**src/design/crce_pkg.sv**
```systemverilog
`timescale 1ns / 1ps

package crce_pkg;

    // Table depth and the widths that follow from it
    localparam int POINTS_MAX = 256;
    localparam int IDX_W      = $clog2(POINTS_MAX);
    localparam int N_W        = IDX_W + 1;

    // Fixed field widths
    localparam int COORD_W    = 32;
    localparam int CNT_W      = 9;
    localparam int PARAM_W    = 17;
    localparam int FRAC_W     = 16;
    localparam int WGT_W      = 32;
    localparam int ACC_W      = 64;

    localparam logic [CNT_W-1:0]   CNT_MIN   = CNT_W'(2);
    localparam logic [PARAM_W-1:0] PARAM_ONE = PARAM_W'(65536);

    // Opcodes
    localparam logic OP_LOAD = 1'b0;
    localparam logic OP_EVAL = 1'b1;

    // Result status codes
    localparam logic [1:0] ST_LOADED = 2'd0;
    localparam logic [1:0] ST_EVAL   = 2'd1;
    localparam logic [1:0] ST_RANGE  = 2'd2;

    typedef struct packed {
        logic                       opcode;
        logic [7:0]                 point_index;
        logic signed [COORD_W-1:0]  in_x;
        logic signed [COORD_W-1:0]  in_y;
        logic signed [COORD_W-1:0]  in_z;
        logic [PARAM_W-1:0]         curve_param;
    } item_t;

    typedef struct packed {
        logic signed [COORD_W-1:0]  out_x;
        logic signed [COORD_W-1:0]  out_y;
        logic signed [COORD_W-1:0]  out_z;
        logic [1:0]                 status;
    } result_t;

    // One control point as stored in the table
    typedef struct packed {
        logic signed [COORD_W-1:0]  x;
        logic signed [COORD_W-1:0]  y;
        logic signed [COORD_W-1:0]  z;
    } point_t;

    typedef logic signed [WGT_W-1:0] weight_t;
    typedef weight_t [3:0]           weight_vec_t;

    // Accumulator control for one beat, one stage ahead of the accumulator
    typedef struct packed {
        logic en;
        logic first;
    } acc_ctl_t;

    // Tag that travels with each memory beat down the pipeline
    typedef struct packed {
        logic       valid;
        logic       load;
        logic       last;
        logic       first;
        logic [1:0] k;
        logic [1:0] status;
    } tag_t;

endpackage

```
**src/design/crce_axis.sv**
```systemverilog
`timescale 1ns / 1ps

// One axis: delay the point to meet its weight, multiply, accumulate four
// beats, round to Q15.16 and saturate.
module crce_axis (
    input  logic                                clk,
    input  logic                                adv,
    input  logic signed [crce_pkg::COORD_W-1:0] rd_point,
    input  crce_pkg::weight_t                   weight,
    input  crce_pkg::acc_ctl_t                  acc_ctl,
    output logic signed [crce_pkg::COORD_W-1:0] result
);

    logic signed [crce_pkg::COORD_W-1:0] d2_reg;
    logic signed [crce_pkg::COORD_W-1:0] d3_reg;
    logic signed [crce_pkg::ACC_W-1:0]   prod_reg;
    logic signed [crce_pkg::ACC_W-1:0]   acc_reg;

    logic signed [crce_pkg::ACC_W-1:0]   prod_next;
    logic signed [crce_pkg::ACC_W-1:0]   rsum;

    assign prod_next = crce_pkg::ACC_W'(d3_reg) * crce_pkg::ACC_W'($signed(weight));

    always_ff @(posedge clk)
    begin
        if (adv)
        begin
            d2_reg   <= rd_point;
            d3_reg   <= d2_reg;
            prod_reg <= prod_next;
            if (acc_ctl.en)
            begin
                acc_reg <= acc_ctl.first ? prod_reg : acc_reg + prod_reg;
            end
        end
    end

    // Round half up at bit 30, then clamp to the 32-bit range
    always_comb
    begin
        rsum = acc_reg + (crce_pkg::ACC_W'(1) <<< 29);
        if ((rsum[63] == rsum[62]) && (rsum[62] == rsum[61]))
        begin
            result = rsum[61:30];
        end
        else if (rsum[63])
        begin
            result = {1'b1, {(crce_pkg::COORD_W-1){1'b0}}};
        end
        else
        begin
            result = {1'b0, {(crce_pkg::COORD_W-1){1'b1}}};
        end
    end

endmodule

```
**config.mk**
```make
export PLATFORM = sky130hd
export DESIGN_NAME = crce_axis
export DESIGN_NICKNAME = d
export VERILOG_FILES = /design/src/design/crce_pkg.sv /design/src/design/crce_axis.sv
export SDC_FILE = /design/constraint.sdc
export NUM_CORES = 2
export LEC_CHECK = 0
export BUFFER_PORTS_ARGS = -buffer_cell sky130_fd_sc_hd__buf_2
export CAP_MARGIN = 20
export CORE_MARGIN = 2
export CORE_UTILIZATION = 30
export CTS_BUF_LIST = sky130_fd_sc_hd__clkbuf_4
export CTS_CLUSTER_SIZE = 10
export DETAILED_ROUTE_END_ITERATION = 8
export GPL_TIMING_DRIVEN = 0
export PLACE_DENSITY = 0.51
export SLEW_MARGIN = 20
export SYNTH_ARGS = -nofsm -noshare
export SYNTH_HDL_FRONTEND = slang
export SYNTH_SLANG_ARGS = --single-unit
```
**constraint.sdc**
```tcl
create_clock -name clk -period 9.59 [get_ports clk]
set_clock_uncertainty 0.05 [all_clocks]
set_input_delay 0.959 -clock clk [delete_from_list [all_inputs] [get_ports clk]]
set_output_delay 0.959 -clock clk [all_outputs]
set_load 0.01 [all_outputs]
```
==> run metrics <==
site row count 145; Reg clk slew, reported paths 0.21 ns; Top FF cell, synth edfxtp_1; RD Place Congestion 0.965; Tot GR Track Use 22.6%; DRC Markers 0; Detail Route Antenna Nets 0; first-pass iteration count of the detailed router 6; startpoint class of the critical path flop; RSZ-0062 raised after global routing false; PortBufs 98; Hold Path Class in -> reg; post-synthesis sequential area ratio 12.3%; vias in the first global route 36,800; Period minus WS final 9.26 ns; Max Fclk roughly 110 MHz; WP buf/inv 2; number of synthesized register bits 192; htree depth 4; delay-heaviest family, CP adder cells; detailed placer's ending HPWL 144 mm; Area after DPL about 50,000 um^2; non-filler instance count after layout 7,100; Vias 34,900; Post-synth EDFFs 192; # IOs 100; grt ovf 0; setup ws final around 0.33 ns; layout cell share with drive strength beyond 1 3.88%; mean post-synth cell area 9.65 um^2; clk sinks approximately 190; CP Capture Type flop; nets@finish 6,414; # Max-Cap Violations 0; clock buffer depth 2; status complete, no violations; final hold vios 0; Critical Path Slowest Stage Cell clkbuf_1; fin area roughly 51,000 um^2; crit path kind reg -> reg; largest net degree at the start of global routing 82; Chip Height 400 um; Worst EP arrival 9.97 ns; Root Driver clkbuf_4; Mapped Area about 47,000 um^2; clock latency on the worst-skew pair around 1.0 ns; Least-Margin Pin Slew approximately 1.3 ns; 1st-iter DRT viols 2,950; synthesized instance count 4,874; CP peak stage delay 0.83 ns; Yosys cell types 70; CP Max Fanout 10; cell mode on critical path fa_1; Syn Nets 6,273; async set-reset flop share out of synthesis 0%; Die W 400 um; Max Transition Viols Final 0; post-place setup slack -1.28 ns; die area 160,000 um^2; global-route wire length before repair 257 mm; crit path cell chain clkbuf_1 > nand2_1 > fa_1 > fa_1 > fa_1 > fa_1 > inv_1 > fa_1 > fa_1 > fa_1 > fa_1 > ha_1 > nand2_1 > a2bb2oi_1 > nand3b_1 > a21oi_1 > o21ai_1 > a21oi_1 > o21bai_1 > mux2i_1 > nand4_1; Yosys warnings 0; Cells after DPL 7,033; initial antenna violation count 22; Via-to-Cell Ratio 4.92; core area about 160,000 um^2; Slew HR about 15%; Synth-to-Final Area Change 7.82%; CTS tree built; WL per Instance roughly 25 um; TritonCTS buffer count 17; WP data required 10.29 ns; fin crit share 96.6%; final setup fails 0; Initial Util 30.2%; Routed WL roughly 180 mm
-- Yosys cell counts (3+ instances only) --
master        n  area [um^2]
and3_1       19          119
o21bai_1     23          173
xor2_1       68          596
nand3_1      36          180
nor2_1       62          233
nand2b_1     24          150
o21ai_1       9         45.0
o2111ai_1     3         26.3
or2_2         5         31.3
buf_2         5         25.0
o21ai_0     115          576
a211o_1       3         26.3
nor3_1       15         75.1
inv_1      1028         3860
xnor2_1      92          806
a41oi_1       5         43.8
and4_1        7         61.3
a211oi_1      9         67.6
o31ai_1       7         52.6
a221oi_1      4         35.0
ha_1        248         3100
mux2_2        3         33.8
o21a_1        8         60.1
a21o_1       84          631
nor4_1        5         31.3
a21oi_1     156          781
mux2i_1       4         40.0
nor2b_1      40          250
a21boi_0      9         67.6
clkbuf_1    240          901
fa_1       1083        21700
a2111oi_0     5         43.8
o211ai_1      9         67.6
and2_1      510         3190
edfxtp_1    192         5770
a31oi_1      16          100
nand4_1      35          219
or3_1         3         18.8
nand2_1     640         2400
-- final timing paths --
path	startpoint	end	slack (ns)	cells after the start
worst max register to register	d3_reg[17]$_DFFE_PP_	prod_reg[63]$_DFFE_PP_	0.33	21
worst max-delay path	d3_reg[17]$_DFFE_PP_	prod_reg[63]$_DFFE_PP_	0.33	21
worst min-delay path	rd_point[21]	d2_reg[21]$_DFFE_PP_	0.08	1
worst min register to register	d2_reg[5]$_DFFE_PP_	d3_reg[5]$_DFFE_PP_	0.31	0
-- metrics by stage --
stage / utilization (%) / TNS, ns / hold WS (ns)
finish: 32.5 / 0 / 0.0771
global route: 32.5 / 0 / 0.00327
CTS: 32.4 / 0 / 0.00364
detailed placement: 32.2 / -12.15 / 0.355
global placement: 32.1 / -14.41 / 0.352
floorplan: - / 0 / 0.350
-- placed cells by master, fill, tap and decap left out, types with 14 or more instances in the layout --
cell type / n
fa_1: 1081
inv_1: 1027
nand2_1: 640
and2_1: 509
ha_1: 248
clkbuf_1: 225
edfxtp_1: 192
a21oi_1: 156
o21ai_0: 115
buf_2: 102
xnor2_1: 92
a21o_1: 84
xor2_1: 68
nor2_1: 62
nor2b_1: 40
nand3_1: 36
nand4_1: 35
nand2b_1: 24
o21bai_1: 23
and3_1: 19
clkbuf_4: 18
a31oi_1: 16
clkbuf_2: 15
nor3_1: 15
diode_2: 14
-- layer usage --
layer / share of wire, % / vias up / global-route usage [%]
met3: 9.2 / 327 / 5.24
met5: 0.024 / - / 0
met2: 44 / 1622 / 34.5
li1: - / 15000 / -
met4: 4.8 / 8 / 10.1
met1: 42 / 17900 / 30.6
-- what timing repair did --
action / 4_1_cts / 5_1_grt
setup endpoints to repair: 9 / 9
pin swaps: 0 / 2
gates resized for setup: 3 / 12
hold buffers: 8 / 0
buffers inserted: 3 / 9
hold endpoints to repair: 8 / 0
-- cell families (layout without fill, tap and decap cells) --
| family | Yosys count | count (layout) | share of synthesized area, % |
|---|---|---|---|
| xor+xnor | 160 | 160 | 2.98 |
| simple gates | 1413 | 1413 | 15.1 |
| fa+ha+maj | 1331 | 1331 | 52.7 |
| flops | 192 | 192 | 12.3 |
| mux | 7 | 7 | 0.157 |
| other cells | 0 | 14 | 0 |
| buf+inv | 1274 | 1428 | 10.2 |
| compound gates | 497 | 497 | 6.68 |
-- final cells by class --
cell class	count	area, um^2
diodes	14	35.0
plain buffers	246	948
clock buffers	18	135
clock inverters	14	129
fillers	16300	105000
inverters	1028	3860
multi-input cells	3408	36500
flip-flops and latches	192	5770
well taps	2058	2570
repair buffers	122	777
Power is left out: the tool's default activity adds up to more than one toggle a clock period on the data nets, which glitch-free logic cannot reach.
