`src/design/crce_pkg.sv`:
```
`timescale 1ns / 1ps

package crce_pkg;

    // Table depth and the widths that follow from it
    localparam int POINTS_MAX = 256;
    localparam int IDX_W      = $clog2(POINTS_MAX);
    localparam int N_W        = IDX_W + 1;

    // Fixed field widths
    localparam int COORD_W    = 32;
    localparam int CNT_W      = 9;
    localparam int PARAM_W    = 17;
    localparam int FRAC_W     = 16;
    localparam int WGT_W      = 32;
    localparam int ACC_W      = 64;

    localparam logic [CNT_W-1:0]   CNT_MIN   = CNT_W'(2);
    localparam logic [PARAM_W-1:0] PARAM_ONE = PARAM_W'(65536);

    // Opcodes
    localparam logic OP_LOAD = 1'b0;
    localparam logic OP_EVAL = 1'b1;

    // Result status codes
    localparam logic [1:0] ST_LOADED = 2'd0;
    localparam logic [1:0] ST_EVAL   = 2'd1;
    localparam logic [1:0] ST_RANGE  = 2'd2;

    typedef struct packed {
        logic                       opcode;
        logic [7:0]                 point_index;
        logic signed [COORD_W-1:0]  in_x;
        logic signed [COORD_W-1:0]  in_y;
        logic signed [COORD_W-1:0]  in_z;
        logic [PARAM_W-1:0]         curve_param;
    } item_t;

    typedef struct packed {
        logic signed [COORD_W-1:0]  out_x;
        logic signed [COORD_W-1:0]  out_y;
        logic signed [COORD_W-1:0]  out_z;
        logic [1:0]                 status;
    } result_t;

    // One control point as stored in the table
    typedef struct packed {
        logic signed [COORD_W-1:0]  x;
        logic signed [COORD_W-1:0]  y;
        logic signed [COORD_W-1:0]  z;
    } point_t;

    typedef logic signed [WGT_W-1:0] weight_t;
    typedef weight_t [3:0]           weight_vec_t;

    // Accumulator control for one beat, one stage ahead of the accumulator
    typedef struct packed {
        logic en;
        logic first;
    } acc_ctl_t;

    // Tag that travels with each memory beat down the pipeline
    typedef struct packed {
        logic       valid;
        logic       load;
        logic       last;
        logic       first;
        logic [1:0] k;
        logic [1:0] status;
    } tag_t;

endpackage

```
`src/design/crce_wgen.sv`:
```
`timescale 1ns / 1ps

// Catmull-Rom basis weights in Q2.30 from a 16-bit fraction, three stages.
module crce_wgen (
    input  logic                            clk,
    input  logic                            rst_n,
    input  logic                            adv,
    input  logic                            start,
    input  logic [crce_pkg::FRAC_W-1:0]     frac,
    output crce_pkg::weight_vec_t           weights
);

    localparam int WW = 54;

    logic                          v1_reg;
    logic                          v2_reg;
    logic [crce_pkg::FRAC_W-1:0]   f1_reg;
    logic [crce_pkg::FRAC_W-1:0]   f1b_reg;
    logic [2*crce_pkg::FRAC_W-1:0] f2_reg;
    logic [2*crce_pkg::FRAC_W-1:0] f2b_reg;
    logic [3*crce_pkg::FRAC_W-1:0] f3_reg;
    crce_pkg::weight_vec_t         w_reg;

    logic signed [WW-1:0] fs;
    logic signed [WW-1:0] f2s;
    logic signed [WW-1:0] f3s;
    logic signed [WW-1:0] wide [4];
    logic signed [WW-1:0] rnd  [4];
    crce_pkg::weight_vec_t w_next;

    always_ff @(posedge clk or negedge rst_n)
    begin
        if (!rst_n)
        begin
            v1_reg <= 1'b0;
            v2_reg <= 1'b0;
        end
        else if (adv)
        begin
            v1_reg <= start;
            v2_reg <= v1_reg;
        end
    end

    // Square, then cube, each behind a register
    always_ff @(posedge clk)
    begin
        if (adv && start)
        begin
            f1_reg <= frac;
            f2_reg <= (2*crce_pkg::FRAC_W)'(frac) * (2*crce_pkg::FRAC_W)'(frac);
        end
        if (adv && v1_reg)
        begin
            f1b_reg <= f1_reg;
            f2b_reg <= f2_reg;
            f3_reg  <= (3*crce_pkg::FRAC_W)'(f2_reg) * (3*crce_pkg::FRAC_W)'(f1_reg);
        end
        if (adv && v2_reg)
        begin
            w_reg <= w_next;
        end
    end

    always_comb
    begin
        fs  = $signed(WW'(f1b_reg));
        f2s = $signed(WW'(f2b_reg));
        f3s = $signed(WW'(f3_reg));

        // Weights scaled by 2^49
        wide[0] = -f3s + (f2s <<< 17) - (fs <<< 32);
        wide[1] = (f3s <<< 1) + f3s - (f2s <<< 18) - (f2s <<< 16)
                  + (WW'(1) <<< 49);
        wide[2] = -((f3s <<< 1) + f3s) + (f2s <<< 18) + (fs <<< 32);
        wide[3] = f3s - (f2s <<< 16);

        for (int i = 0; i < 4; i++)
        begin
            rnd[i]    = (wide[i] + (WW'(1) <<< 18)) >>> 19;
            w_next[i] = rnd[i][crce_pkg::WGT_W-1:0];
        end
    end

    assign weights = w_reg;

endmodule

```
`config.mk`:
```
export PLATFORM = sky130hd
export DESIGN_NAME = crce_wgen
export DESIGN_NICKNAME = d
export VERILOG_FILES = /design/src/design/crce_pkg.sv /design/src/design/crce_wgen.sv
export SDC_FILE = /design/constraint.sdc
export NUM_CORES = 2
export LEC_CHECK = 0
export ABC_AREA = 1
export BUFFER_PORTS_ARGS = -buffer_cell sky130_fd_sc_hd__buf_4
export CAP_MARGIN = 20
export CORE_MARGIN = 4
export CORE_UTILIZATION = 65
export DETAILED_ROUTE_END_ITERATION = 8
export GPL_TIMING_DRIVEN = 1
export HOLD_SLACK_MARGIN = 0.06
export PLACE_DENSITY_LB_ADDON = 0.08
export SETUP_SLACK_MARGIN = 0.4
export SYNTH_ARGS = -nofsm -noshare
export SYNTH_HDL_FRONTEND = slang
export SYNTH_SLANG_ARGS = --single-unit
```
`constraint.sdc`:
```
create_clock -name clk -period 6.4 [get_ports clk]
set_clock_uncertainty 0.15 [all_clocks]
set_input_delay 0.64 -clock clk [delete_from_list [all_inputs] [get_ports clk]]
set_output_delay 0.64 -clock clk [all_outputs]
set_load 0.01 [all_outputs]
```
==> flow_metrics.env <==
export IMPL_outcome="complete, no violations"
export IMPL_drtPass1Iterations=8
export IMPL_hpwl_mm=139.5
export IMPL_period_share_pct=98.57
export IMPL_layout_commonest_cell="inv_1"
export IMPL_seqCellArea_um2=8068
export IMPL_insertion_delay_ns=0.60
export IMPL_worstSetupStartpointType="flop"
export IMPL_cp_required_ns=6.60
export IMPL_drt_iter0_markers=4864
export IMPL_htree_num_levels=2
export IMPL_hold_path_depth=2
export IMPL_wire_per_inst_um=21.92
export IMPL_crit_path_max_incr_delay_ns=0.70
export IMPL_synth_async_reset_ratio_pct=0.7435
export IMPL_drtAntennaViolNets=0
export IMPL_area_delta_synth_final_pct=12.15
export IMPL_layout_nets=8162
export IMPL_grt_pass1_wl_mm=258.3
export IMPL_clk_pin_slew_ns=0.07
export IMPL_rsz0062_at_grt="yes"
export IMPL_cts_made_buffers=36
export IMPL_placedCellCount=7874
export IMPL_numPortBuffers=147
export IMPL_finalNonFillerCells=8022
export IMPL_drt_wl_total_mm=175.8
export IMPL_die_h_um=287.2
export IMPL_grt_start_max_net_pins=112
export IMPL_final_cell_mix="inv_1 (1667), nand2_1 (1541), fa_1 (623)"
export IMPL_grt_overflow=0
export IMPL_critical_path_class="reg -> reg"
export IMPL_multi_input_area_um2=36620
export IMPL_fp_coreArea_um2=77340
export IMPL_finalMaxSlewViolations=0
export IMPL_synth_cells=6680
export IMPL_synth_seq_area_share_pct=15.92
export IMPL_post_route_drc_count=0
export IMPL_place_congestion=1.080
export IMPL_largest_register_ffs=128
export IMPL_clock_path_buffers=3
export IMPL_synth_seq_cells=269
export IMPL_worst_slew_pin_slew_ns=1.092
export IMPL_grt_pass1_vias=46960
export IMPL_clockRootBuffer="clkbuf_16"
export IMPL_maxCapViolations=0
export IMPL_place_area_um2=53880
export IMPL_final_setup_viol_count=0
export IMPL_n_fill_cell=5865
export IMPL_syn_area_um2=50670
export IMPL_layout_drive_gt1_share_pct=9.698
export IMPL_via_per_inst=5.818
export IMPL_maxSlewHeadroom_pct=27.21
export IMPL_grt_antenna_before_repair=2
export IMPL_max_freq_ghz=0.1585
export IMPL_grt_usage_pct=40.89
export IMPL_die_w_um=287.2
export IMPL_cpMaxStageDelayCell="fa_1"
export IMPL_hold_viol_final=0
export IMPL_cp_data_arrival_time_ns=6.50
export IMPL_crit_fanout=25
export IMPL_crit_path_frequent_cell="fa_1"
export IMPL_start_util_pct=65.52
export IMPL_crit_family="adder cells"
export IMPL_cp_end_kind="flop"
export IMPL_cp_depth=23
export IMPL_vias=46670
export IMPL_path_buf_inv=5
export IMPL_final_util_pct=73.48
export IMPL_design_area_um2=56830
export IMPL_fp_row_count=102
export IMPL_syn_avg_cell_area_um2=7.586
export IMPL_synth_cell_type_count=51
export IMPL_synth_edf_count=267
export IMPL_synth_ff_type="edfxtp_1"
export IMPL_synth_yosys_warnings=0
export IMPL_cts_sinks=269
export IMPL_boundaryPins=148
export IMPL_hold_class="in -> reg"
export IMPL_cts_tree="built"
export IMPL_crit_chain="buf_12 > nand2_1 > fa_1 > inv_1 > fa_1 > fa_1 > fa_2 > fa_1 > inv_1 > fa_1 > inv_2 > ha_4 > nand2_2 > nor2_2 > inv_1 > nor2_1 > nand4_1 > nand3_2 > nand3_1 > nand2_2 > nand3_1 > nand2_1 > xnor2_1"
export IMPL_reg2regPathDepth=23
export IMPL_layout_min_cycle_time_ns=6.308
export IMPL_dieArea_um2=82490
final cells by class:
type | count | share of cell area (%)
Sequential cell | 269 | 14.20
Clock buffer | 42 | 1.680
Timing Repair Buffer | 368 | 5.788
Antenna cell | 1 | 0.004403
Multi-Input combinational cell | 4592 | 64.44
Clock inverter | 23 | 0.4469
Tap cell | 1040 | 2.290
Inverter | 1687 | 11.15
through the flow:
step | TNS (ns) | hold WS (ns) | worst slack, ns
2_1_floorplan | 0 | 0.1944 | 0.4001
3_3_place_gp | -0.2578 | 0.2734 | -0.2578
3_5_place_dp | -0.3122 | 0.2764 | -0.3122
4_1_cts | 0 | 0.1343 | 0.3501
5_1_grt | 0 | 0.1446 | 0.02041
6_report | 0 | 0.1521 | 0.09164
final timing paths:
path	startpoint	end	slack, ns
setup / recovery	f1_reg[8]	f3_reg[47]	0.09
max in group asynchronous	rst_n	v2_reg	5.75
hold / removal	adv	v2_reg	0.15
hold reg to reg	v2_reg	v2_reg	0.39
min in group asynchronous	rst_n	v1_reg	0.26
setup reg to reg	f1_reg[8]	f3_reg[47]	0.09
worst reg2reg max path, stage by stage, from the launching register on:
cell and delay (ns):
edfxtp_1 0.51, buf_12 0.23, nand2_1 0.12, fa_1 0.55, inv_1 0.08, fa_1 0.49
fa_1 0.60, fa_2 0.44, fa_1 0.48, inv_1 0.06, fa_1 0.70, inv_2 0.09
ha_4 0.31, nand2_2 0.10, nor2_2 0.13, inv_1 0.08, nor2_1 0.19, nand4_1 0.13
nand3_2 0.14, nand3_1 0.11, nand2_2 0.13, nand3_1 0.08, nand2_1 0.09, xnor2_1 0.06
layer usage:
layer	up-vias	track usage, %	routed length [um]
li1	20960	-	-
met1	22050	49.08	61000
met2	2817	66.59	79280
met3	841	6.574	17400
met4	2	30.53	18110
met5	-	0	13
kinds of logic after synthesis:
kind of cell | count (synthesis) | synth area share [%]
buffers and inverters | 1827 | 13.54
other | 2 | 0.01482
AND/OR/NAND/NOR | 2460 | 19.98
AO/OA/AOI/OAI | 727 | 8.156
XOR/XNOR | 207 | 3.578
adder cells (fa/ha/maj) | 1188 | 38.81
flip-flops | 269 | 15.92
cell usage after synthesis (35+ instances only):
master / count / area (um^2)
ha_1: 548 / 6857
nand2_1: 1564 / 5871
nand3_1: 198 / 991.0
fa_1: 640 / 12810
a31oi_1: 59 / 369.1
nor2_1: 469 / 1760
a21oi_1: 317 / 1587
o21bai_1: 35 / 262.8
o21ai_0: 189 / 945.9
clkbuf_1: 136 / 510.5
nor3_1: 56 / 280.3
nand4_1: 50 / 312.8
inv_1: 1682 / 6314
xnor2_1: 65 / 569.3
a21o_1: 47 / 352.8
xor2_1: 142 / 1244
edfxtp_1: 267 / 8018
what timing repair did:
| item | in CTS | in global routing |
|---|---|---|
| endpoints found under the setup margin | 19 | 48 |
| hold endpoints to repair | 2 | 0 |
| pin swaps | 0 | 56 |
| buffers inserted | 28 | 45 |
| hold buffers | 1 | 0 |
| cloned | 1 | 7 |
| gates resized for setup | 20 | 198 |
Power is not shown: default switching activity piles up to over one toggle a cycle in this logic, so the estimate is an artifact.
